## src/sv/fmdr_pkg.sv

```systemverilog
// Shared types and constants for the fraction multiply/divide/reduce unit.
`timescale 1ns / 1ps
`default_nettype none

package fmdr_pkg;

    // Width of the reduced result fields
    localparam int RES_WIDTH = 32;

    // Command codes
    localparam logic CMD_MUL = 1'b0;
    localparam logic CMD_DIV = 1'b1;

    // Sequencer states
    typedef enum logic [3:0] {
        ST_IDLE,
        ST_MUL_N,
        ST_MUL_D,
        ST_CHECK,
        ST_TWOS,
        ST_GCD,
        ST_DIVN_GO,
        ST_DIVN_WAIT,
        ST_DIVD_GO,
        ST_DIVD_WAIT
    } state_t;

    // Status of the serial divider
    typedef struct packed {
        logic busy;
        logic done;
    } div_stat_t;

endpackage

`default_nettype wire

```

## src/sv/fraction_mul_div_reduce_unit.sv

```systemverilog
// Top level: multiply or divide two fractions and reduce the result by its GCD.
//
//  channel  | handshake             | payload
//  ---------+-----------------------+----------------------------------------
//  command  | start, busy           | command, a_num, a_den, b_num, b_den
//  result   | done (one-cycle pulse)| res_num, res_den, zero_zero_error
//
// An item is taken when start is high and busy is low; busy then stays high.
// busy covers setup, the two serial divisions, the loop exits and a
// data-dependent binary GCD loop on one shared compare/subtract/shift unit;
// an item whose products are both zero skips the loop and both divisions.
// done rises in the cycle busy falls, so a new start may be taken in that cycle.
// The receiver cannot stall; results stay on the ports until the next result.
// Reset clears the sequencer and the strobe.
`timescale 1ns / 1ps
`default_nettype none

module fraction_mul_div_reduce_unit #(
    parameter int IN_WIDTH = 16
) (
    input  wire logic                                  clk,
    input  wire logic                                  rst_n,
    input  wire logic                                  start,
    output logic                                       busy,
    input  wire logic                                  command,
    input  wire logic signed [IN_WIDTH-1:0]            a_num,
    input  wire logic signed [IN_WIDTH-1:0]            a_den,
    input  wire logic signed [IN_WIDTH-1:0]            b_num,
    input  wire logic signed [IN_WIDTH-1:0]            b_den,
    output logic                                       done,
    output logic signed [fmdr_pkg::RES_WIDTH-1:0]      res_num,
    output logic signed [fmdr_pkg::RES_WIDTH-1:0]      res_den,
    output logic                                       zero_zero_error
);
    import fmdr_pkg::*;

    localparam int PW = 2 * IN_WIDTH;
    localparam int KW = $clog2(PW);

    state_t state_reg, state_next;
    logic   done_reg, done_next;

    logic                       cmd_reg, cmd_next;
    logic signed [IN_WIDTH-1:0] an_reg, an_next;
    logic signed [IN_WIDTH-1:0] ad_reg, ad_next;
    logic signed [IN_WIDTH-1:0] bn_reg, bn_next;
    logic signed [IN_WIDTH-1:0] bd_reg, bd_next;
    logic signed [PW-1:0]       n_reg, n_next;
    logic signed [PW-1:0]       d_reg, d_next;
    logic [PW-1:0]              u_reg, u_next;
    logic [PW-1:0]              v_reg, v_next;
    logic [KW-1:0]              k_reg, k_next;
    logic [PW-1:0]              g_reg, g_next;
    logic [PW-1:0]              qn_reg, qn_next;
    logic [RES_WIDTH-1:0]       rn_reg, rn_next;
    logic [RES_WIDTH-1:0]       rd_reg, rd_next;
    logic                       err_reg, err_next;

    logic signed [IN_WIDTH-1:0] mul_x;
    logic signed [IN_WIDTH-1:0] mul_y;
    logic signed [PW-1:0]       mul_p;
    logic [PW-1:0]              mag_n;
    logic [PW-1:0]              mag_d;
    logic                       u_ge_v;
    logic [PW-1:0]              sub_diff;
    logic [PW-1:0]              g_base;
    logic [PW-1:0]              sq_n;
    logic [PW-1:0]              sq_d;

    logic                       div_start;
    logic [PW-1:0]              div_dividend;
    logic [PW-1:0]              div_quotient;
    div_stat_t                  div_stat;

    // Shared multiplier: numerator product first, denominator product next
    always_comb
    begin
        if (state_reg == ST_MUL_N)
        begin
            mul_x = an_reg;
            mul_y = (cmd_reg == CMD_DIV) ? bd_reg : bn_reg;
        end
        else
        begin
            mul_x = ad_reg;
            mul_y = (cmd_reg == CMD_DIV) ? bn_reg : bd_reg;
        end
        mul_p = PW'(mul_x) * PW'(mul_y);
    end

    // Magnitudes of the products and signed quotients
    always_comb
    begin
        mag_n = n_reg[PW-1] ? (~n_reg + 1'b1) : n_reg;
        mag_d = d_reg[PW-1] ? (~d_reg + 1'b1) : d_reg;
        sq_n  = n_reg[PW-1] ? (~qn_reg + 1'b1) : qn_reg;
        sq_d  = d_reg[PW-1] ? (~div_quotient + 1'b1) : div_quotient;
    end

    // Shared compare/subtract and GCD shift for the binary GCD loop
    always_comb
    begin
        u_ge_v   = (u_reg >= v_reg);
        sub_diff = u_ge_v ? (u_reg - v_reg) : (v_reg - u_reg);
        g_base   = (u_reg == '0) ? v_reg : u_reg;
    end

    assign div_dividend = (state_reg == ST_DIVD_GO) ? mag_d : mag_n;

    // Sequencer: next state and datapath updates
    always_comb
    begin
        state_next = state_reg;
        done_next  = 1'b0;
        div_start  = 1'b0;
        cmd_next   = cmd_reg;
        an_next    = an_reg;
        ad_next    = ad_reg;
        bn_next    = bn_reg;
        bd_next    = bd_reg;
        n_next     = n_reg;
        d_next     = d_reg;
        u_next     = u_reg;
        v_next     = v_reg;
        k_next     = k_reg;
        g_next     = g_reg;
        qn_next    = qn_reg;
        rn_next    = rn_reg;
        rd_next    = rd_reg;
        err_next   = err_reg;
        case (state_reg)
            ST_IDLE:
            begin
                if (start)
                begin
                    cmd_next   = command;
                    an_next    = a_num;
                    ad_next    = a_den;
                    bn_next    = b_num;
                    bd_next    = b_den;
                    state_next = ST_MUL_N;
                end
            end
            ST_MUL_N:
            begin
                n_next     = mul_p;
                state_next = ST_MUL_D;
            end
            ST_MUL_D:
            begin
                d_next     = mul_p;
                state_next = ST_CHECK;
            end
            ST_CHECK:
            begin
                // Both products zero: flag and drop to zeros
                if (n_reg == '0 && d_reg == '0)
                begin
                    rn_next    = '0;
                    rd_next    = '0;
                    err_next   = 1'b1;
                    done_next  = 1'b1;
                    state_next = ST_IDLE;
                end
                else
                begin
                    u_next     = mag_n;
                    v_next     = mag_d;
                    k_next     = '0;
                    state_next = ST_TWOS;
                end
            end
            ST_TWOS:
            begin
                // Strip common factors of two
                if (u_reg == '0 || v_reg == '0 || u_reg[0] || v_reg[0])
                begin
                    state_next = ST_GCD;
                end
                else
                begin
                    u_next = u_reg >> 1;
                    v_next = v_reg >> 1;
                    k_next = k_reg + 1'b1;
                end
            end
            ST_GCD:
            begin
                if (u_reg == '0 || v_reg == '0)
                begin
                    g_next     = g_base << k_reg;
                    state_next = ST_DIVN_GO;
                end
                else if (!u_reg[0])
                begin
                    u_next = u_reg >> 1;
                end
                else if (!v_reg[0])
                begin
                    v_next = v_reg >> 1;
                end
                else if (u_ge_v)
                begin
                    u_next = sub_diff;
                end
                else
                begin
                    v_next = sub_diff;
                end
            end
            ST_DIVN_GO:
            begin
                div_start  = 1'b1;
                state_next = ST_DIVN_WAIT;
            end
            ST_DIVN_WAIT:
            begin
                if (div_stat.done)
                begin
                    qn_next    = div_quotient;
                    state_next = ST_DIVD_GO;
                end
            end
            ST_DIVD_GO:
            begin
                div_start  = 1'b1;
                state_next = ST_DIVD_WAIT;
            end
            ST_DIVD_WAIT:
            begin
                if (div_stat.done)
                begin
                    rn_next    = RES_WIDTH'(signed'(sq_n));
                    rd_next    = RES_WIDTH'(signed'(sq_d));
                    err_next   = 1'b0;
                    done_next  = 1'b1;
                    state_next = ST_IDLE;
                end
            end
            default:
            begin
                state_next = ST_IDLE;
            end
        endcase
    end

    // Hold control state
    always_ff @(posedge clk or negedge rst_n)
    begin
        if (!rst_n)
        begin
            state_reg <= ST_IDLE;
            done_reg  <= 1'b0;
        end
        else
        begin
            state_reg <= state_next;
            done_reg  <= done_next;
        end
    end

    // Advance the datapath
    always_ff @(posedge clk)
    begin
        cmd_reg <= cmd_next;
        an_reg  <= an_next;
        ad_reg  <= ad_next;
        bn_reg  <= bn_next;
        bd_reg  <= bd_next;
        n_reg   <= n_next;
        d_reg   <= d_next;
        u_reg   <= u_next;
        v_reg   <= v_next;
        k_reg   <= k_next;
        g_reg   <= g_next;
        qn_reg  <= qn_next;
        rn_reg  <= rn_next;
        rd_reg  <= rd_next;
        err_reg <= err_next;
    end

    // Exact division of both products by the GCD
    fmdr_div #(
        .W (PW)
    ) u_div (
        .clk      (clk),
        .rst_n    (rst_n),
        .start    (div_start),
        .dividend (div_dividend),
        .divisor  (g_reg),
        .quotient (div_quotient),
        .stat     (div_stat)
    );

    assign busy            = (state_reg != ST_IDLE);
    assign done            = done_reg;
    assign res_num         = rn_reg;
    assign res_den         = rd_reg;
    assign zero_zero_error = err_reg;

endmodule

`default_nettype wire

```

## src/sv/fmdr_div.sv

```systemverilog
// Serial restoring divider, one quotient bit per cycle, unsigned operands.
`timescale 1ns / 1ps
`default_nettype none

module fmdr_div #(
    parameter int W = 32
) (
    input  wire logic                clk,
    input  wire logic                rst_n,
    input  wire logic                start,
    input  wire logic [W-1:0]        dividend,
    input  wire logic [W-1:0]        divisor,
    output logic      [W-1:0]        quotient,
    output fmdr_pkg::div_stat_t      stat
);
    import fmdr_pkg::*;

    localparam int CW = $clog2(W + 1);

    logic [CW-1:0] cnt_reg, cnt_next;
    logic          busy_reg, busy_next;
    logic          done_reg, done_next;
    logic [W-1:0]  rem_reg, rem_next;
    logic [W-1:0]  quo_reg, quo_next;
    logic [W-1:0]  dvs_reg, dvs_next;
    logic [W:0]    shifted;
    logic [W:0]    trial;

    // Trial subtract of the divisor from the shifted partial remainder
    always_comb
    begin
        shifted = {rem_reg, quo_reg[W-1]};
        trial   = shifted - {1'b0, dvs_reg};
    end

    // Next state of the iteration
    always_comb
    begin
        cnt_next  = cnt_reg;
        busy_next = busy_reg;
        done_next = 1'b0;
        rem_next  = rem_reg;
        quo_next  = quo_reg;
        dvs_next  = dvs_reg;
        if (start)
        begin
            cnt_next  = CW'(W);
            busy_next = 1'b1;
            rem_next  = '0;
            quo_next  = dividend;
            dvs_next  = divisor;
        end
        else if (busy_reg)
        begin
            cnt_next = cnt_reg - 1'b1;
            if (!trial[W])
            begin
                rem_next = trial[W-1:0];
                quo_next = {quo_reg[W-2:0], 1'b1};
            end
            else
            begin
                rem_next = shifted[W-1:0];
                quo_next = {quo_reg[W-2:0], 1'b0};
            end
            if (cnt_reg == CW'(1))
            begin
                busy_next = 1'b0;
                done_next = 1'b1;
            end
        end
    end

    // Hold control state
    always_ff @(posedge clk or negedge rst_n)
    begin
        if (!rst_n)
        begin
            cnt_reg  <= '0;
            busy_reg <= 1'b0;
            done_reg <= 1'b0;
        end
        else
        begin
            cnt_reg  <= cnt_next;
            busy_reg <= busy_next;
            done_reg <= done_next;
        end
    end

    // Advance the datapath
    always_ff @(posedge clk)
    begin
        rem_reg <= rem_next;
        quo_reg <= quo_next;
        dvs_reg <= dvs_next;
    end

    assign quotient  = quo_reg;
    assign stat.busy = busy_reg;
    assign stat.done = done_reg;

endmodule

`default_nettype wire

```

## config.mk

```make
export PLATFORM = sky130hd
export DESIGN_NAME = fraction_mul_div_reduce_unit
export DESIGN_NICKNAME = d
export VERILOG_FILES = /design/src/sv/fmdr_pkg.sv /design/src/sv/fraction_mul_div_reduce_unit.sv /design/src/sv/fmdr_div.sv
export SDC_FILE = /design/constraint.sdc
export NUM_CORES = 2
export LEC_CHECK = 0
export ABC_AREA = 0
export BUFFER_PORTS_ARGS = -buffer_cell sky130_fd_sc_hd__buf_2
export CAP_MARGIN = 0
export CORE_MARGIN = 3
export CORE_UTILIZATION = 60
export DETAILED_ROUTE_END_ITERATION = 16
export PLACE_DENSITY_LB_ADDON = 0.05
export SYNTH_ARGS = -nofsm -noshare
export SYNTH_HDL_FRONTEND = slang
export SYNTH_SLANG_ARGS = --single-unit
export TNS_END_PERCENT = 50
```

## constraint.sdc

```tcl
create_clock -name clk -period 13.58 [get_ports clk]
set_input_delay 0.679 -clock clk [delete_from_list [all_inputs] [get_ports clk]]
set_output_delay 0.679 -clock clk [all_outputs]
set_load 0.02 [all_outputs]
```

### Word-level counts from Yosys, hierarchy flattened

Cells that the tools add are included.

* register bits after elaboration: 436
* bits of input ports: 68
* output and inout bits: 67
* logic and storage cells: 148

* add/sub/neg operators: 9
* multipliers: 1
* $lt $le $gt $ge: 1
* eq/ne operators: 23
* shift-type cells: 1
* mux-type cells: 59
* bitwise operators: 4
* reduce and logical (&&, ||, !) cells: 25

Operators by type and width (number)
* 2-to-1 mux 32 bit: 25
* one-hot mux 32 bit (3 select lines): 2
* adder 32 x 1 -> 32 bit (second input constant): 4
* logical NOT 32 bit: 4
* NOT 32 bit: 4
* one-hot mux 32 bit (2 select lines): 2
* 2-to-1 mux 16 bit: 4
* subtractor 32 bit: 2
* one-hot mux 4 bit (10 select lines): 1
* subtractor 33 x 32 -> 33 bit: 1
* >= comparator 32 bit: 1
* multiplier 16 x 16 -> 32 bit: 1
* << shifter 32 x 5 -> 32 bit: 1
* 2-to-1 mux 4 bit: 5
* equality test 4 x 3 -> 1 bit (second input constant): 4
* inequality test 2 bit (second input constant): 8
* 2-to-1 mux 1 bit: 12
* 2-to-1 mux 6 bit: 2
* AND reduction 6 bit: 2
* 2-to-1 mux 5 bit: 2
* one-hot mux 5 bit (2 select lines): 1
* AND reduction 5 bit: 2
* inequality test 3 bit (second input constant): 3
* equality test 4 x 2 -> 1 bit (second input constant): 2
* other kinds (18): 28

### Depth between registers and ports, before layout

* word-level depth: 7
* depth in mapped cells: 30
* mapped depth without buffers: 28

### By module

From an unflattened synthesis, not the netlist that was laid out.

* cells, all modules: 3587
* area total of the unflattened synthesis: 35696.7 µm²

By module, submodules not included
* fraction_mul_div_reduce_unit: times used 1, cells an instance 2976, area an instance 29582.1 µm², sequential area each 9944.5 µm²
* fmdr_div: times used 1, cells an instance 611, area an instance 6114.6 µm², sequential area each 2762.6 µm²

### Worst setup path before layout

OpenSTA, ideal clock, no wires.

* path type: reg2reg
* start point: reg state_reg[1]
* end point: reg d_reg[30] (data pin)
* setup time: 262 ps
* data arrival time: 8539 ps
* data required time: 13318 ps
* setup slack: 4779 ps
* cell stages (with the launch flop): 28
* buffers on the path: 2
* period minus slack after synthesis: 8801 ps
* path through: dfrtp_1 > nand2b_1 > nor3_1 > clkbuf_1 > clkbuf_1 > mux2i_1 > nor2_1 > fa_1 > inv_1 > fa_1 > fa_1 > inv_1 > fa_1 > fa_1 > inv_1 > fa_1 > inv_1 > ha_1 > a21o_1 > a21o_1 > a21oi_1 > o21ai_0 > a311o_1 > a41oi_1 > o211ai_1 > a31o_2 > a21oi_1 > xnor2_1

* longest elaborated chain between the ends: 3
* elaborated cells between the ends (all ways): 4
* those cells by class: 1 x mul; 1 x eq/ne; 2 x mux

RTL lines
* start, declared: RTL line fraction_mul_div_reduce_unit.sv:40 `state_t state_reg, state_next;`
* start signal, assigned: RTL line fraction_mul_div_reduce_unit.sv:257 `state_reg <= state_next;`
* equality test 4 x 1 -> 1 bit (*): RTL line fraction_mul_div_reduce_unit.sv:78 `if (state_reg == ST_MUL_N)`
* 2-to-1 mux 16 bit: RTL line fraction_mul_div_reduce_unit.sv:78
* multiplier 16 x 16 -> 32 bit (*): RTL line fraction_mul_div_reduce_unit.sv:88 `mul_p = PW'(mul_x) * PW'(mul_y);`
* via mul_p[30]: RTL line fraction_mul_div_reduce_unit.sv:61 `logic signed [PW-1:0] mul_p;`
* end signal, assigned: RTL line fraction_mul_div_reduce_unit.sv:271 `d_reg <= d_next;`
* end, declared: RTL line fraction_mul_div_reduce_unit.sv:49 `logic signed [PW-1:0] d_reg, d_next;`

The timed path passes the listed nets; every way through them passes the cells marked *.
A chain may end at the register's enable or synchronous reset.

### Worst setup path in the final report

* start point: reg state_reg[1]
* end point: reg n_reg[31] (data pin)

* longest elaborated chain between the ends: 3
* elaborated cells between the ends (all ways): 4
* those cells by class: 1 x mul; 1 x eq/ne; 2 x mux

RTL lines
* equality test 4 x 1 -> 1 bit (*): RTL line fraction_mul_div_reduce_unit.sv:78
* 2-to-1 mux 16 bit: RTL line fraction_mul_div_reduce_unit.sv:78
* multiplier 16 x 16 -> 32 bit (*): RTL line fraction_mul_div_reduce_unit.sv:88
* via mul_p[31]: RTL line fraction_mul_div_reduce_unit.sv:61
* end signal, assigned: RTL line fraction_mul_div_reduce_unit.sv:270 `n_reg <= n_next;`
* end, declared: RTL line fraction_mul_div_reduce_unit.sv:48 `logic signed [PW-1:0] n_reg, n_next;`

Marked as above.

==> impl_results.md <==
* Power per cell area at 73.23 nW/um^2
* Commonest non-fill, non-tap cell in the layout: inv_1
* Setup TNS at 0 ps
* Die width at between 200 and 250 microns
* Worst setup skew after layout at approximately 35 ps
* Pins Over Slew Limit at 0
* Height of the die at ~250 microns
* Nature of the critical path startpoint: flip-flop
* Clk Latency, worst-skew pair at around 630 ps
* R2R setup slack at about 4300 ps
* Row cnt at just under 90
* Fin crit period at between 9000 and 10000 ps
* Clk root buf: clkbuf_16
* Number of routed nets with antenna violations at 0
* Setup CP Type: reg2reg
* Postcts setup bufs at 0
* Psw at between 0.5 and 0.6 mW
* Io pins at approximately 140
* Fin crit share at 0.6851
* Wire per inst at 22.56 microns
* Leak at around 16 nW
* Nets at 4091
* Most used cell, CP: fa_1
* Initial antenna violation count at 0
* Yosys cell types at 69
* Synthesized instance count at 3504
* Worst hold path cell count at 1
* Max capacitance violation total at 0
* Buf+Inv Stages, Crit Path at 4
* Filler instances at approximately 4500
* Crit end category: flip-flop
* Final Wtd Congestion at 0.9905
* Status: finished clean
* Comb pwr share at 0.004
* CTS hold repair buffers at 1
* Pin count of the biggest net entering global routing at between 60 and 70
* Synth-to-Final Area Change at 8.550%
* Synthesized cell area at 35000 sq um
* Vias at 27037
* Core Area at 57040 sq um
* H-Tree Depth at 2
* CTS resizes at 0
* FF-to-FF End: n_reg[31]
* Die area at between 60000 and 70000 sq um
* CTS tree: built
* Delay-heaviest family, CP: adder cells
* Ys async rst share at 0.02982
* Number of global-route vias before repair at between 20000 and 30000
* Setup-failing EPs final at 0
* Worst Path Arrival at a little under 10000 ps
* Internal power at approximately 2.2 mW
* Initial DRT Pass Iterations at 6
* Wirelength, routed at 98.54 mm
* HP Class: in2reg
* Max stage delay on crit path at 760 ps
* Commonest cells after routing, fill and taps aside: inv_1, edfxtp_1, nor2_1
* Initial Util at 0.6137
* Sw frac at 0.2046
* R2R depth at 25
* Register area share after synthesis at 0.3630
* Main synth FF type: edfxtp_1
* Yosys warning total at 0
* Iteration-0 DRC count of the detailed router at around 2500
* First-pass GRT wire length at 153.6 mm
* CP Max Fanout at 64
* DR vias/cell at 6.191
* GRT overflow at 0
* Clock Path Buffers at 3
* Flop pwr share at 0.519
* RSZ-0062 raised after global routing: no
* All-Layer GR Usage at 0.3238
* Worst-Margin Slew at between 1000 and 1500 ps
* Post-route DRC violation count at 0
* Reg2reg start: state_reg[1]
* Hold path start: a_den[15]
* Syn nets at between 4000 and 5000
* Clock sink count at ~440
* TritonCTS Buffers at 48
* Rel. slew slack at 0.06578
* FMAX at 107.5 MHz
* Share of layout cells above drive strength 1 at 0.08862
* Worst-path clk slew at ~70 ps
* Port Buffer Count at 134
* Endpoints failing hold at 0
* ANT cells at 0
* Peak VDD IR at between 0.1 and 0.15 mV
* Clock network power share at 0.478
* Hold EP: ad_reg[15]
* Number of synthesized flops with an enable pin at around 400
* Post-DP HPWL at about 76 mm
* Yosys reg bits at between 400 and 500
* Final hold slack at approximately 240 ps
* Synth Area per Inst at 9.990 sq um
* CP Data Required Time at about 14000 ps
* CP max-delay cell: fa_1
stage by stage:
stage          cell area, sq um  std cells    util  setup WS (ps)  power (mW)
5_1_grt                   38000       4367  0.6662           3801       2.856
2_1_floorplan             35000       3504       -           4779       1.471
6_report                  38000       4367  0.6662           4276       2.783
3_5_place_dp              36390       4278  0.6379           4328       1.481
3_3_place_gp              36390       4278  0.6379           4523       1.481
4_1_cts                   38000       4367  0.6662           4347       2.802
worst max-delay path by stage:
stage	startpoint	to	slack, ps	cells past startpoint
5_1_grt	state_reg[1]	d_reg[30]	3800	28
6_report	state_reg[1]	n_reg[31]	4280	25
3_5_place_dp	state_reg[1]	n_reg[31]	4330	25
2_1_floorplan	state_reg[1]	d_reg[30]	4780	27
4_1_cts	state_reg[1]	n_reg[31]	4350	25
3_3_place_gp	state_reg[1]	d_reg[30]	4520	28
power groups by stage:
stage               Sequential, mW  Combinational [mW]  Clock (mW)
floorplan                     1.47           0.0000131           0
global placement              1.47             0.00952           0
detailed placement            1.47              0.0100           0
CTS                           1.44              0.0103        1.35
global route                  1.44              0.0117        1.40
finish                        1.44              0.0101        1.33
layer usage:
layer  GRT usage  vias to the layer above  routed length (microns)
met4      0.1248                        0                     3989
li1            -                    12228                        -
met5           0                        -                        0
met2      0.5612                     1175                    48610
met3     0.04397                      235                     6658
met1      0.4147                    13399                    39280
cell usage after synthesis, types with 89 or more instances:
cell type / n / area share
inv_1: 438 / 0.047
edfxtp_1: 391 / 0.34
nor2_1: 345 / 0.037
nand2_1: 316 / 0.034
fa_1: 265 / 0.15
a21oi_1: 187 / 0.027
ha_1: 185 / 0.066
xor2_1: 154 / 0.039
o21ai_0: 147 / 0.021
clkbuf_1: 130 / 0.014
mux2i_1: 115 / 0.033
xnor2_1: 89 / 0.022
layout make-up:
| class | count | area, sq um | share of cell area |
|---|---|---|---|
| well taps | 756 | 945.9 | 0.02489 |
| flip-flops and latches | 436 | 12710 | 0.3344 |
| clock inverters | 28 | 334.1 | 0.008792 |
| inverters | 441 | 1655 | 0.04356 |
| repair buffers | 173 | 965.9 | 0.02542 |
| clock buffers | 60 | 1266 | 0.03332 |
| multi-input cells | 2473 | 20120 | 0.5296 |
cell families after synthesis:
logic type / Yosys count / share of synthesized area
simple gates: 928 / 0.1189
compound gates: 699 / 0.1300
buf+inv: 595 / 0.06384
fa+ha+maj: 450 / 0.2177
flops: 436 / 0.3630
xor+xnor: 243 / 0.06080
mux: 153 / 0.04575
Power figures use the tool's default switching activity.
